--- src/hdl/assert_macros.svh ---
// Assertion macros for the RTL file that carries concurrent checks.
// Each macro expects signals named clk and rst_n in the including module.
`ifndef ASSERT_MACROS_SVH
`define ASSERT_MACROS_SVH

// The property must hold at every clock edge outside reset.
`define ASSERT_ALWAYS(lbl, prop, msg) \
    lbl: assert property (@(posedge clk) disable iff (!rst_n) (prop)) else $error(msg);

// When the trigger holds, the consequence must hold in the next cycle.
`define ASSERT_NEXT(lbl, trig, cons, msg) \
    lbl: assert property (@(posedge clk) disable iff (!rst_n) (trig) |=> (cons)) \
        else $error(msg);

`endif

--- src/hdl/uard_pkg.sv ---
// Shared types, constants and helper functions for the radix digit converter.
// No dependencies; imported by every module of the block.
package uard_pkg;

    // Output format selector, as carried by the action field.
    typedef enum logic [1:0] {
        FMT_DEC       = 2'd0,
        FMT_OCT       = 2'd1,
        FMT_HEX_LOWER = 2'd2,
        FMT_HEX_UPPER = 2'd3
    } fmt_t;

    // Sequencer states of the top level.
    typedef enum logic [1:0] {
        ST_IDLE,
        ST_DIV,
        ST_EMIT
    } state_t;

    // Phases of the shared divide-by-radix unit.
    typedef enum logic [2:0] {
        DV_IDLE,
        DV_SHIFT,
        DV_SEED,
        DV_FOLD,
        DV_TIMES,
        DV_SUB,
        DV_FIX,
        DV_DONE
    } div_phase_t;

    localparam int RADIX_W = 5;

    typedef logic [RADIX_W-1:0] radix_t;
    typedef logic [3:0]         digit_t;
    typedef logic [7:0]         char_t;

    localparam radix_t RADIX_DEC = 5'd10;
    localparam radix_t RADIX_OCT = 5'd8;
    localparam radix_t RADIX_HEX = 5'd16;

    localparam char_t  ASCII_ZERO       = 8'h30;
    localparam char_t  HEX_LOWER_OFFSET = 8'd39;
    localparam char_t  HEX_UPPER_OFFSET = 8'd7;
    localparam digit_t DIGIT_MAX_DEC    = 4'd9;

    // Status that the divider reports to the sequencer.
    typedef struct packed {
        logic   done;
        digit_t rem;
    } div_status_t;

    // Radix that belongs to a format.
    function automatic radix_t radix_of(input fmt_t fmt);
        radix_t r;
        case (fmt)
            FMT_DEC: r = RADIX_DEC;
            FMT_OCT: r = RADIX_OCT;
            default: r = RADIX_HEX;
        endcase
        return r;
    endfunction

    // ASCII code of one digit in the given format.
    function automatic char_t digit_char(input digit_t d, input fmt_t fmt);
        char_t c;
        c = ASCII_ZERO + {4'b0000, d};
        if (d > DIGIT_MAX_DEC) begin
            if (fmt == FMT_HEX_LOWER) begin
                c = c + HEX_LOWER_OFFSET;
            end else begin
                c = c + HEX_UPPER_OFFSET;
            end
        end
        return c;
    endfunction

endpackage

--- src/hdl/unsigned_to_ascii_radix_digits.sv ---
// Unsigned integer to ASCII digits in decimal, octal or hex, most significant first.
// Each digit comes from the shared divide unit (shift and mask for octal and hex, a
// reciprocal estimate for decimal); the first character enters the output register in
// ST_EMIT, after ST_DIV has found the last digit. A new value is taken only in ST_IDLE,
// once the last character of the previous one is loaded, so output stalls hold it off.
// Reset: rst_n clears the sequencer, divider phase and output valid asynchronously.
// Depends on uard_pkg, uard_divider, uard_digit_stack and assert_macros.svh.
`include "assert_macros.svh"

module unsigned_to_ascii_radix_digits #(
    parameter int VALUE_WIDTH = 32
) (
    input  logic                   clk,
    input  logic                   rst_n,
    input  logic                   in_valid,
    output logic                   in_ready,
    input  logic [1:0]             action,
    input  logic [VALUE_WIDTH-1:0] value,
    output logic                   out_valid,
    input  logic                   out_ready,
    output logic [7:0]             character,
    output logic                   last_char,
    output logic [3:0]             char_count
);
    import uard_pkg::*;

    // Octal needs the most digits at any width.
    localparam int MAX_DIGITS = (VALUE_WIDTH + 2) / 3;
    localparam int IDX_W      = $clog2(MAX_DIGITS);
    localparam int NDIG_W     = $clog2(MAX_DIGITS + 1);

    state_t state_reg, state_next;
    fmt_t   fmt_reg;
    logic [NDIG_W-1:0] ndig_reg;
    logic [IDX_W-1:0]  rd_idx_reg;

    logic        out_valid_reg;
    char_t       char_reg;
    logic        last_reg;
    logic [3:0]  count_reg;

    logic        accept;
    logic        div_start;
    logic        push;
    logic        load_out;
    logic        quot_zero;

    logic [VALUE_WIDTH-1:0] div_dividend;
    logic [VALUE_WIDTH-1:0] div_quotient;
    div_status_t            div_status;
    char_t                  push_char;
    char_t                  stack_char;

    assign accept    = in_valid && in_ready;
    assign quot_zero = (div_quotient == '0);

    // Next state of the sequencer.
    always_comb
    begin
        state_next = state_reg;
        case (state_reg)
            ST_IDLE: begin
                if (accept) begin
                    state_next = ST_DIV;
                end
            end
            ST_DIV: begin
                if (div_status.done && quot_zero) begin
                    state_next = ST_EMIT;
                end
            end
            ST_EMIT: begin
                if (load_out && (rd_idx_reg == '0)) begin
                    state_next = ST_IDLE;
                end
            end
            default: begin
                state_next = ST_IDLE;
            end
        endcase
    end

    // Sequencer outputs.
    always_comb
    begin
        in_ready  = 1'b0;
        div_start = 1'b0;
        push      = 1'b0;
        load_out  = 1'b0;
        case (state_reg)
            ST_IDLE: begin
                in_ready  = 1'b1;
                div_start = in_valid;
            end
            ST_DIV: begin
                push      = div_status.done;
                div_start = div_status.done && !quot_zero;
            end
            ST_EMIT: begin
                load_out = !out_valid_reg || out_ready;
            end
            default: begin
                in_ready = 1'b0;
            end
        endcase
    end

    // The first division takes the input value, later ones the last quotient.
    assign div_dividend = (state_reg == ST_IDLE) ? value : div_quotient;
    assign push_char    = digit_char(div_status.rem, fmt_reg);

    uard_divider #(
        .WIDTH (VALUE_WIDTH)
    ) u_divider (
        .clk      (clk),
        .rst_n    (rst_n),
        .start    (div_start),
        .dividend (div_dividend),
        .radix    (radix_of(fmt_t'(state_reg == ST_IDLE ? action : fmt_reg))),
        .quotient (div_quotient),
        .status   (div_status)
    );

    uard_digit_stack #(
        .DEPTH (MAX_DIGITS)
    ) u_stack (
        .clk     (clk),
        .wr_en   (push),
        .wr_idx  (ndig_reg[IDX_W-1:0]),
        .wr_data (push_char),
        .rd_idx  (rd_idx_reg),
        .rd_data (stack_char)
    );

    // Sequencer state and digit bookkeeping.
    always_ff @(posedge clk or negedge rst_n)
    begin
        if (!rst_n) begin
            state_reg <= ST_IDLE;
            ndig_reg  <= '0;
        end else begin
            state_reg <= state_next;
            if (accept) begin
                ndig_reg <= '0;
            end else if (push) begin
                ndig_reg <= ndig_reg + 1'b1;
            end
        end
    end

    // Format and read pointer.
    always_ff @(posedge clk)
    begin
        if (accept) begin
            fmt_reg <= fmt_t'(action);
        end
        if (push && quot_zero) begin
            rd_idx_reg <= ndig_reg[IDX_W-1:0];
        end else if (load_out) begin
            rd_idx_reg <= rd_idx_reg - 1'b1;
        end
    end

    // Output register: valid flag.
    always_ff @(posedge clk or negedge rst_n)
    begin
        if (!rst_n) begin
            out_valid_reg <= 1'b0;
        end else if (load_out) begin
            out_valid_reg <= 1'b1;
        end else if (out_ready) begin
            out_valid_reg <= 1'b0;
        end
    end

    // Output register: payload, count only on the final character.
    always_ff @(posedge clk)
    begin
        if (load_out) begin
            char_reg  <= stack_char;
            last_reg  <= (rd_idx_reg == '0);
            count_reg <= (rd_idx_reg == '0) ? 4'(ndig_reg) : 4'd0;
        end
    end

    assign out_valid  = out_valid_reg;
    assign character  = char_reg;
    assign last_char  = last_reg;
    assign char_count = count_reg;

    // Checks on the sequencer and the output framing.
    `ASSERT_NEXT(a_busy_after_accept, accept, !in_ready, "input taken while converting")
    `ASSERT_ALWAYS(a_last_has_count, !(out_valid && last_char) || (char_count != 4'd0 || ndig_reg > NDIG_W'(15)), "final character without count")
    `ASSERT_ALWAYS(a_count_only_last, !(out_valid && !last_char) || (char_count == 4'd0), "count on a non-final character")
    `ASSERT_ALWAYS(a_push_in_div, !div_status.done || (state_reg == ST_DIV), "divider finished outside conversion")

endmodule

--- src/hdl/uard_divider.sv ---
// Shared divide-by-radix unit: octal and hex by shift and mask, decimal by a reciprocal
// estimate built on one shared adder over its seed, fold, times, subtract and fix phases. Depends on uard_pkg.
module uard_divider #(
    parameter int WIDTH = 32
) (
    input  logic                 clk,
    input  logic                 rst_n,
    input  logic                 start,
    input  logic [WIDTH-1:0]     dividend,
    input  uard_pkg::radix_t     radix,
    output logic [WIDTH-1:0]     quotient,
    output uard_pkg::div_status_t status
);
    import uard_pkg::*;

    localparam logic [1:0] FOLD_LAST = 2'd3;

    div_phase_t       phase_reg, phase_next;
    logic [WIDTH-1:0] num_reg;
    logic [WIDTH-1:0] acc_reg;
    logic [WIDTH-1:0] quot_reg;
    radix_t           radix_reg;
    logic [1:0]       fold_reg;
    logic [WIDTH-1:0] add_a;
    logic [WIDTH-1:0] add_b;
    logic             add_sub;
    logic [WIDTH-1:0] add_res;
    logic             rem_big;

    // The shared adder and the remainder range check.
    assign add_res = add_sub ? (add_a - add_b) : (add_a + add_b);
    assign rem_big = (acc_reg >= WIDTH'(radix_reg));

    // Next phase: decimal runs seed, four folds, times ten, subtract and correction.
    always_comb
    begin
        phase_next = phase_reg;
        if (start)
        begin
            phase_next = (radix == RADIX_DEC) ? DV_SEED : DV_SHIFT;
        end
        else
        begin
            case (phase_reg)
                DV_SHIFT:
                begin
                    phase_next = DV_DONE;
                end
                DV_SEED:
                begin
                    phase_next = DV_FOLD;
                end
                DV_FOLD:
                begin
                    if (fold_reg == FOLD_LAST)
                    begin
                        phase_next = DV_TIMES;
                    end
                end
                DV_TIMES:
                begin
                    phase_next = DV_SUB;
                end
                DV_SUB:
                begin
                    phase_next = DV_FIX;
                end
                DV_FIX:
                begin
                    if (!rem_big)
                    begin
                        phase_next = DV_DONE;
                    end
                end
                default:
                begin
                    phase_next = DV_IDLE;
                end
            endcase
        end
    end

    // Adder operands for each phase. The accumulator approaches 0.8 times the
    // dividend from below, so the quotient estimate is exact or one short.
    always_comb
    begin
        add_a   = acc_reg;
        add_b   = '0;
        add_sub = 1'b0;
        case (phase_reg)
            DV_SEED:
            begin
                add_a = num_reg >> 1;
                add_b = num_reg >> 2;
            end
            DV_FOLD:
            begin
                case (fold_reg)
                    2'd0:    add_b = acc_reg >> 4;
                    2'd1:    add_b = acc_reg >> 8;
                    2'd2:    add_b = acc_reg >> 16;
                    default: add_b = acc_reg >> 32;
                endcase
            end
            DV_TIMES:
            begin
                add_a = (acc_reg >> 3) << 3;
                add_b = (acc_reg >> 3) << 1;
            end
            DV_SUB:
            begin
                add_a   = num_reg;
                add_b   = acc_reg;
                add_sub = 1'b1;
            end
            DV_FIX:
            begin
                add_b   = WIDTH'(radix_reg);
                add_sub = 1'b1;
            end
            default:
            begin
                add_sub = 1'b0;
            end
        endcase
    end

    // Phase register.
    always_ff @(posedge clk or negedge rst_n)
    begin
        if (!rst_n)
        begin
            phase_reg <= DV_IDLE;
        end
        else
        begin
            phase_reg <= phase_next;
        end
    end

    // Datapath: the accumulator ends up holding the remainder.
    always_ff @(posedge clk)
    begin
        if (start)
        begin
            num_reg   <= dividend;
            radix_reg <= radix;
            fold_reg  <= '0;
        end
        else
        begin
            case (phase_reg)
                DV_SHIFT:
                begin
                    // Octal takes three bits per digit, hex four.
                    if (radix_reg == RADIX_OCT)
                    begin
                        quot_reg <= num_reg >> 3;
                        acc_reg  <= WIDTH'(num_reg[2:0]);
                    end
                    else
                    begin
                        quot_reg <= num_reg >> 4;
                        acc_reg  <= WIDTH'(num_reg[3:0]);
                    end
                end
                DV_SEED, DV_SUB:
                begin
                    acc_reg <= add_res;
                end
                DV_FOLD:
                begin
                    acc_reg  <= add_res;
                    fold_reg <= fold_reg + 1'b1;
                end
                DV_TIMES:
                begin
                    acc_reg  <= add_res;
                    quot_reg <= acc_reg >> 3;
                end
                DV_FIX:
                begin
                    if (rem_big)
                    begin
                        acc_reg  <= add_res;
                        quot_reg <= quot_reg + 1'b1;
                    end
                end
                default:
                begin
                end
            endcase
        end
    end

    assign quotient    = quot_reg;
    assign status.done = (phase_reg == DV_DONE);
    assign status.rem  = acc_reg[3:0];

endmodule

--- src/hdl/uard_digit_stack.sv ---
// Register stack that holds the digit characters of one value, least
// significant first, for readout in reverse order. Depends on uard_pkg.
module uard_digit_stack #(
    parameter int DEPTH = 11
) (
    input  logic                       clk,
    input  logic                       wr_en,
    input  logic [$clog2(DEPTH)-1:0]   wr_idx,
    input  uard_pkg::char_t            wr_data,
    input  logic [$clog2(DEPTH)-1:0]   rd_idx,
    output uard_pkg::char_t            rd_data
);
    import uard_pkg::*;

    char_t slot_reg [DEPTH];

    // Write one character per pushed digit.
    always_ff @(posedge clk)
    begin
        if (wr_en) begin
            slot_reg[wr_idx] <= wr_data;
        end
    end

    assign rd_data = slot_reg[rd_idx];

endmodule

--- config.mk ---
export PLATFORM = sky130hd
export DESIGN_NAME = unsigned_to_ascii_radix_digits
export DESIGN_NICKNAME = d
export VERILOG_FILES = /design/src/hdl/uard_pkg.sv /design/src/hdl/unsigned_to_ascii_radix_digits.sv /design/src/hdl/uard_divider.sv /design/src/hdl/uard_digit_stack.sv
export VERILOG_INCLUDE_DIRS = /design/src /design/src/hdl
export SDC_FILE = /design/constraint.sdc
export NUM_CORES = 1
export LEC_CHECK = 0
export ABC_AREA = 1
export BUFFER_PORTS_ARGS = -buffer_cell sky130_fd_sc_hd__buf_2
export CORE_ASPECT_RATIO = 1.1
export CORE_MARGIN = 8
export CORE_UTILIZATION = 40
export DETAILED_ROUTE_END_ITERATION = 10
export HOLD_SLACK_MARGIN = 0.12
export PLACE_DENSITY = 0.64
export SETUP_SLACK_MARGIN = 0.5
export SLEW_MARGIN = 20
export SYNTH_ARGS = -nofsm -noshare
export SYNTH_HDL_FRONTEND = slang
export SYNTH_SLANG_ARGS = --single-unit
--- constraint.sdc ---
create_clock -name clk -period 13.2 [get_ports clk]
set_input_delay 1.32 -clock clk [delete_from_list [all_inputs] [get_ports clk]]
set_output_delay 1.32 -clock clk [all_outputs]
set_load 0.01 [all_outputs]
# Word level (Yosys, flattened, before mapping)
# Memories as Yosys holds them, arrays and structs flattened. A register that Yosys moved wholly into a read port is not among the register bits.
# Index checks and enable logic that the tools add are counted.
totals:
  reg_bits: 124
  ramBits: 88
  input_bits: 38
  output_inout_bits: 15
  word_cells: 109
  n_memories: 1
mem_list:
  columns: ["name", "depth", "width", "rd", "rd_clocked_by_memory_dff", "write_ports", "line_no", "rtl"]
  rows:
  - ["u_stack.slot_reg", 11, 8, 1, 1, 1, "uard_digit_stack.sv:15", "char_t slot_reg [DEPTH];"]
classes:
  n_addsub: 9
  n_lt_le_gt_ge: 2
  eq_ne: 22
  n_mux: 37
  bitwise: 1
  reduce_logical: 24
op_table:
  columns: ["cell", "count"]
  rows:
  - ["$pmux 32 s3", 3]
  - ["$pmux 32 s5", 1]
  - ["$mux 32", 4]
  - ["$pmux 28 s3", 1]
  - ["$add 32x1->32 const B", 1]
  - ["$add 32x32->32", 1]
  - ["$ge 32x5->1", 1]
  - ["$logic_not 32->1", 1]
  - ["$sub 32x32->32", 1]
  - ["$mux 29", 1]
  - ["$mux 4", 5]
  - ["$pmux 3 s6", 1]
  - ["$mux 8", 2]
  - ["$eq 3x3->1 const B", 4]
  - ["$eq 5x4->1 const B", 2]
  - ["$mux 2", 5]
  - ["$pmux 5 s2", 1]
  - ["$mux 3", 3]
  - ["$reduce_and 3->1", 3]
  - ["$add 7x3->8 const B", 1]
  - ["$add 7x6->8 const B", 1]
  - ["$eq 2x2->1 const B", 4]
  - ["$mux 1", 8]
  - ["$add 6x4->7 const A", 1]
  - ["other kinds (24)", 39]

# Logic depth before layout (Yosys ltp)
depth:
  ltp_word: 7
  ltp_mapped: 32
  depth_no_buf: 30

# Hierarchy
# Synthesis repeated with hierarchy kept, for this count alone.
hier_totals:
  cells_unflattened: 2021
  area_unflattened_um2: 15197.1
modules_own_cells:
  columns: ["module", "n_inst", "cells_per_inst", "area_each_um2", "seq_area_each_um2"]
  rows:
  - ["uard_divider", 1, 1422, 9693.0, 3148.0]
  - ["uard_digit_stack", 1, 346, 3792.4, 2642.5]
  - ["unsigned_to_ascii_radix_digits", 1, 253, 1711.6, 745.7]

# Worst setup path after synthesis
# No wires, ideal clock.
synth_path:
  kind: "input to register"
  from: "in in_valid"
  to: "reg u_divider.acc_reg[0], enable pin"
  setup_ns: 0.432
  t_arrival_ns: 4.260
  required_time_ns: 12.768
  slack_ns: 8.508
  path_stages: 7
  n_path_buf: 0
  path_cell_list: "inv_1 nor2_1 inv_1 nand2_1 inv_1 o21ai_0 a21oi_1"
synth_via:
  elab_chain_len: 3
synth_rtl:
  columns: ["element", "line_no", "rtl"]
  rows:
  - ["from (decl)", "unsigned_to_ascii_radix_digits.sv:15", "input logic in_valid,"]
  - ["$pmux 1 s2", "unsigned_to_ascii_radix_digits.sv:90", "case (state_reg)"]
  - ["via div_start", "unsigned_to_ascii_radix_digits.sv:43", "logic div_start;"]
  - ["$not 1->1 (no source line)", null, null]
  - ["$reduce_and 3->1 (no source line)", null, null]
  - ["to (signal assigned)", "uard_divider.sv:159", "acc_reg <= WIDTH'(num_reg[2:0]);"]
  - ["to (signal assigned)", "uard_divider.sv:164", "acc_reg <= WIDTH'(num_reg[3:0]);"]
  - ["to (signal assigned)", "uard_divider.sv:169", "acc_reg <= add_res;"]
  - ["to (decl)", "uard_divider.sv:20", "logic [WIDTH-1:0] acc_reg;"]
# The timed path passes the listed nets, and every way through them passes these cells.
# A chain may end at the register's enable or synchronous reset.

# Worst setup path after layout
layout_path:
  from: "reg u_divider.phase_reg[1]"
  to: "reg u_divider.acc_reg[31] (data pin)"
layout_via:
  elab_chain_len: 6
  elab_cells_between_ends: 16
  cone_classes: "2 x add/sub; 6 x eq/ne; 6 x mux; 2 x reduce/logical"
layout_rtl:
  columns: ["element", "line_no", "rtl"]
  rows:
  - ["from (decl)", "uard_divider.sv:18", "div_phase_t phase_reg, phase_next;"]
  - ["from (signal assigned)", "uard_divider.sv:137", "phase_reg <= phase_next;"]
  - ["$eq 3x3->1 or $eq 3x2->1 (tied branches)", "uard_divider.sv:90, uard_divider.sv:152", null]
  - ["$pmux 32 s5, or another cell as far along", "uard_divider.sv:90", "case (phase_reg)"]
  - ["$add 32x32->32, or another cell as far along", "uard_divider.sv:31", "assign add_res = add_sub ? (add_a - add_b) : (add_a + add_b);"]
  - ["$mux 32", "uard_divider.sv:31", null]
  - ["$mux 32", "uard_divider.sv:183", "if (rem_big)"]
  - ["$pmux 32 s3 *", "uard_divider.sv:152", "case (phase_reg)"]
  - ["to (signal assigned)", "uard_divider.sv:159", null]
  - ["to (signal assigned)", "uard_divider.sv:164", null]
  - ["to (signal assigned)", "uard_divider.sv:185", "acc_reg <= add_res;"]
# Mark *: on every way between the ends. The rest lies on a longest branch, timed or not. The select of a mux whose other input is x is not followed.

==> impl_metrics.yaml <==
synthesis:
  avgSynthCellArea_um2: 7.609
  yosysTopAreaCell: "edfxtp_1"
  post-synth-top-area-fraction_pct: 40.64
  async_reset_ff_share_pct: 4.854
  synth_edf_count: 194
  seq_area_frac_synth_pct: 42.66
  ys_ff_latch: 206
  synth_area_um2: 14330
  synth.area.top_cells: "edfxtp_1 41%, nand2_1 11%, o21ai_0 6.2%, nand3_1 6.1%, nor2_1 5.9%"
  syn_nets: 1975
  syn_inst: 1884
  ys_types: 54
  synth_warnings: 0
  ys.flop_type: "edfxtp_1"
drt:
  ant_nets: 0
  dr_wl_met2_um: 22350
  wl_met3_um: 2947
  drcViolationCount: 0
  first_iter_violations: 1373
  routed_wl_um: 45760
  dr_total_vias: 13607
  highest_layer: "met5"
  wl_met1_um: 18100
  wl_per_cell_um: 19.02
  via_per_inst: 5.655
  dr.pass1.iters: 5
run:
  drv_cap: 0
layout:
  drive_above_1_share_pct: 7.792
  final_area_um2: 15960
  layout_common_cells: "418 x nand2_1, 225 x nor2_1, 194 x edfxtp_1"
  nNetsFinal: 1998
  area.growth.synth_to_final_pct: 11.34
  num_antenna_cells: 0
  layout_commonest_cell: "nand2_1"
  largest_reg_flops: 77
setup_path:
  r2r_slack_ns: 7.49
  end_kind: "flop"
  r2r-end: "u_divider.acc_reg[31]"
  worstPathArrival_ns: 6.00
  start_kind: "flop"
  path_class: "flop to flop"
  ff2ff_path_depth: 20
  max_stage_delay_ns: 0.77
  slowest_stage: "o21ai_0"
  cpMostUsedCell: "nand2_1"
  r2r_start: "u_divider.phase_reg[1]"
  required_ns: 13.49
  crit_fanout: 34
  worstPathCellList: "inv_1 -> ha_1 -> nand2_2 -> inv_2 -> nor2_1 -> buf_4 -> inv_1 -> o21ai_0 -> ha_1 -> nand2_1 -> o21ai_0 -> a21oi_1 -> o21ai_0 -> nand2_1 -> nand2_1 -> nand2_1 -> nand2_1 -> nand3_1 -> nand2_1 -> nor2_1"
hold_path:
  min_path_cells: 2
  min_from: "u_divider.fold_reg[1]"
  holdCritPathClass: "flop to flop"
  hold_end: "u_divider.fold_reg[1]"
sta:
  drv_slew: 0
  finalHoldViolCount: 0
  setup-violations-final: 0
  rsz0062_at_grt: "no"
  finalCritPeriodShare_pct: 43.23
  tightest_slew_ns: 1.069
  finalClockSkew_ns: 0.02442
  max_freq_ghz: 0.1753
  min_period_ns: 5.706
  slew_headroom_pct: 28.72
  finalSetupTns_ns: 0
die:
  design.core.area_um2: 35220
  rows: 72
  die-area_um2: 42160
  die_y_um: 214.6
  ios: 53
  initial_core_util_pct: 40.70
  die-width_um: 196.5
place:
  gp_congestion: 0.9687
  io_buffers: 51
  place_area_um2: 15040
  dp_hpwl_um: 34370
global_routing:
  grt_usage_pct: 21.04
  antenna_found_initial: 1
  grt_pass1_wl_um: 71200
  grt_pass1_vias: 13115
  grt_overflow: 0
  grt_max_degree: 69
clock_network:
  clockBufferDepth: 3
  cts.repair.resized: 0
  cts_tree: "built"
  hold_buffers: 0
  cts_buffers: 25
  cts-root-buf: "clkbuf_16"
  clkSinkCount: 206
  clkTransAtPathRegs_ns: 0.07
  clk_latency_ns: 0.56
  htreeDepth: 1
  cts_setup_buffers: 0
outcome:
  status: "completed"
-- cell usage after synthesis (16+ instances only) --
master    instances
edfxtp_1        194
nor2_1          226
nand4_1          29
nand2_1         419
buf_2            20
nand3_1         176
o21ai_0         179
o211ai_1         28
clkbuf_1         41
xor2_1           21
o221ai_1         16
ha_1             52
nor3_1           41
inv_1           190
a21oi_1         116
-- through the flow --
step,cells,utilization [%],setup WS (ns),hold WS [ns]
floorplan,1884,-,8.508,0.4723
global placement,2360,42.65,7.743,0.4825
detailed placement,2360,42.69,7.567,0.4961
CTS,2405,45.20,7.553,0.5046
global route,2406,45.31,6.979,0.5367
finish,2406,45.31,7.494,0.5067
-- worst max-delay path, delay by kind of cell (launching register included) --
kind	cells	cell delay (ns)
flip-flops	1	0.42
adder cells (fa/ha/maj)	2	0.97
AND/OR/NAND/NOR	10	1.37
AO/OA/AOI/OAI	4	1.45
buffers and inverters	4	1.23
-- worst max path at each step --
stage                                start                    end  slack [ns]  depth (start not counted)
floorplan                         in_valid   u_divider.acc_reg[0]        8.51                          7
global placement    u_divider.phase_reg[0]  u_divider.acc_reg[27]        7.74                         21
detailed placement  u_divider.phase_reg[0]  u_divider.acc_reg[28]        7.57                         19
CTS                 u_divider.phase_reg[0]  u_divider.acc_reg[28]        7.55                         19
global route        u_divider.phase_reg[0]  u_divider.acc_reg[28]        6.98                         20
finish              u_divider.phase_reg[1]  u_divider.acc_reg[31]        7.49                         20
-- cell families (layout without fill, tap and decap cells) --
family / count (synthesis) / after routing / synth area share [%]
compound gates: 385 / 385 / 15.04
xor+xnor: 30 / 30 / 1.833
fa+ha+maj: 53 / 53 / 4.678
buf+inv: 268 / 309 / 7.471
flops: 206 / 206 / 42.66
mux: 4 / 4 / 0.3055
other cells: 1 / 1 / 0.02616
simple gates: 937 / 937 / 27.98
-- metal layers --
metal / track usage [%] / vias up
met3: 2.904 / 145
met4: 10.87 / 2
met5: 0 / -
met2: 36.72 / 599
met1: 24.80 / 6336
li1: - / 6525
-- final cells by class --
type | instances | area [um2]
fill | 3474 | 19260
multi-input combinational | 1410 | 7217
sequential | 206 | 6116
inverter | 196 | 738.2
clock buffer | 26 | 629.4
tap | 481 | 601.8
timing repair buffer | 68 | 402.9
clock inverter | 19 | 255.2
Power is left out: the tool's default activity adds up to more than one toggle a clock period on the data nets, which glitch-free logic cannot reach.
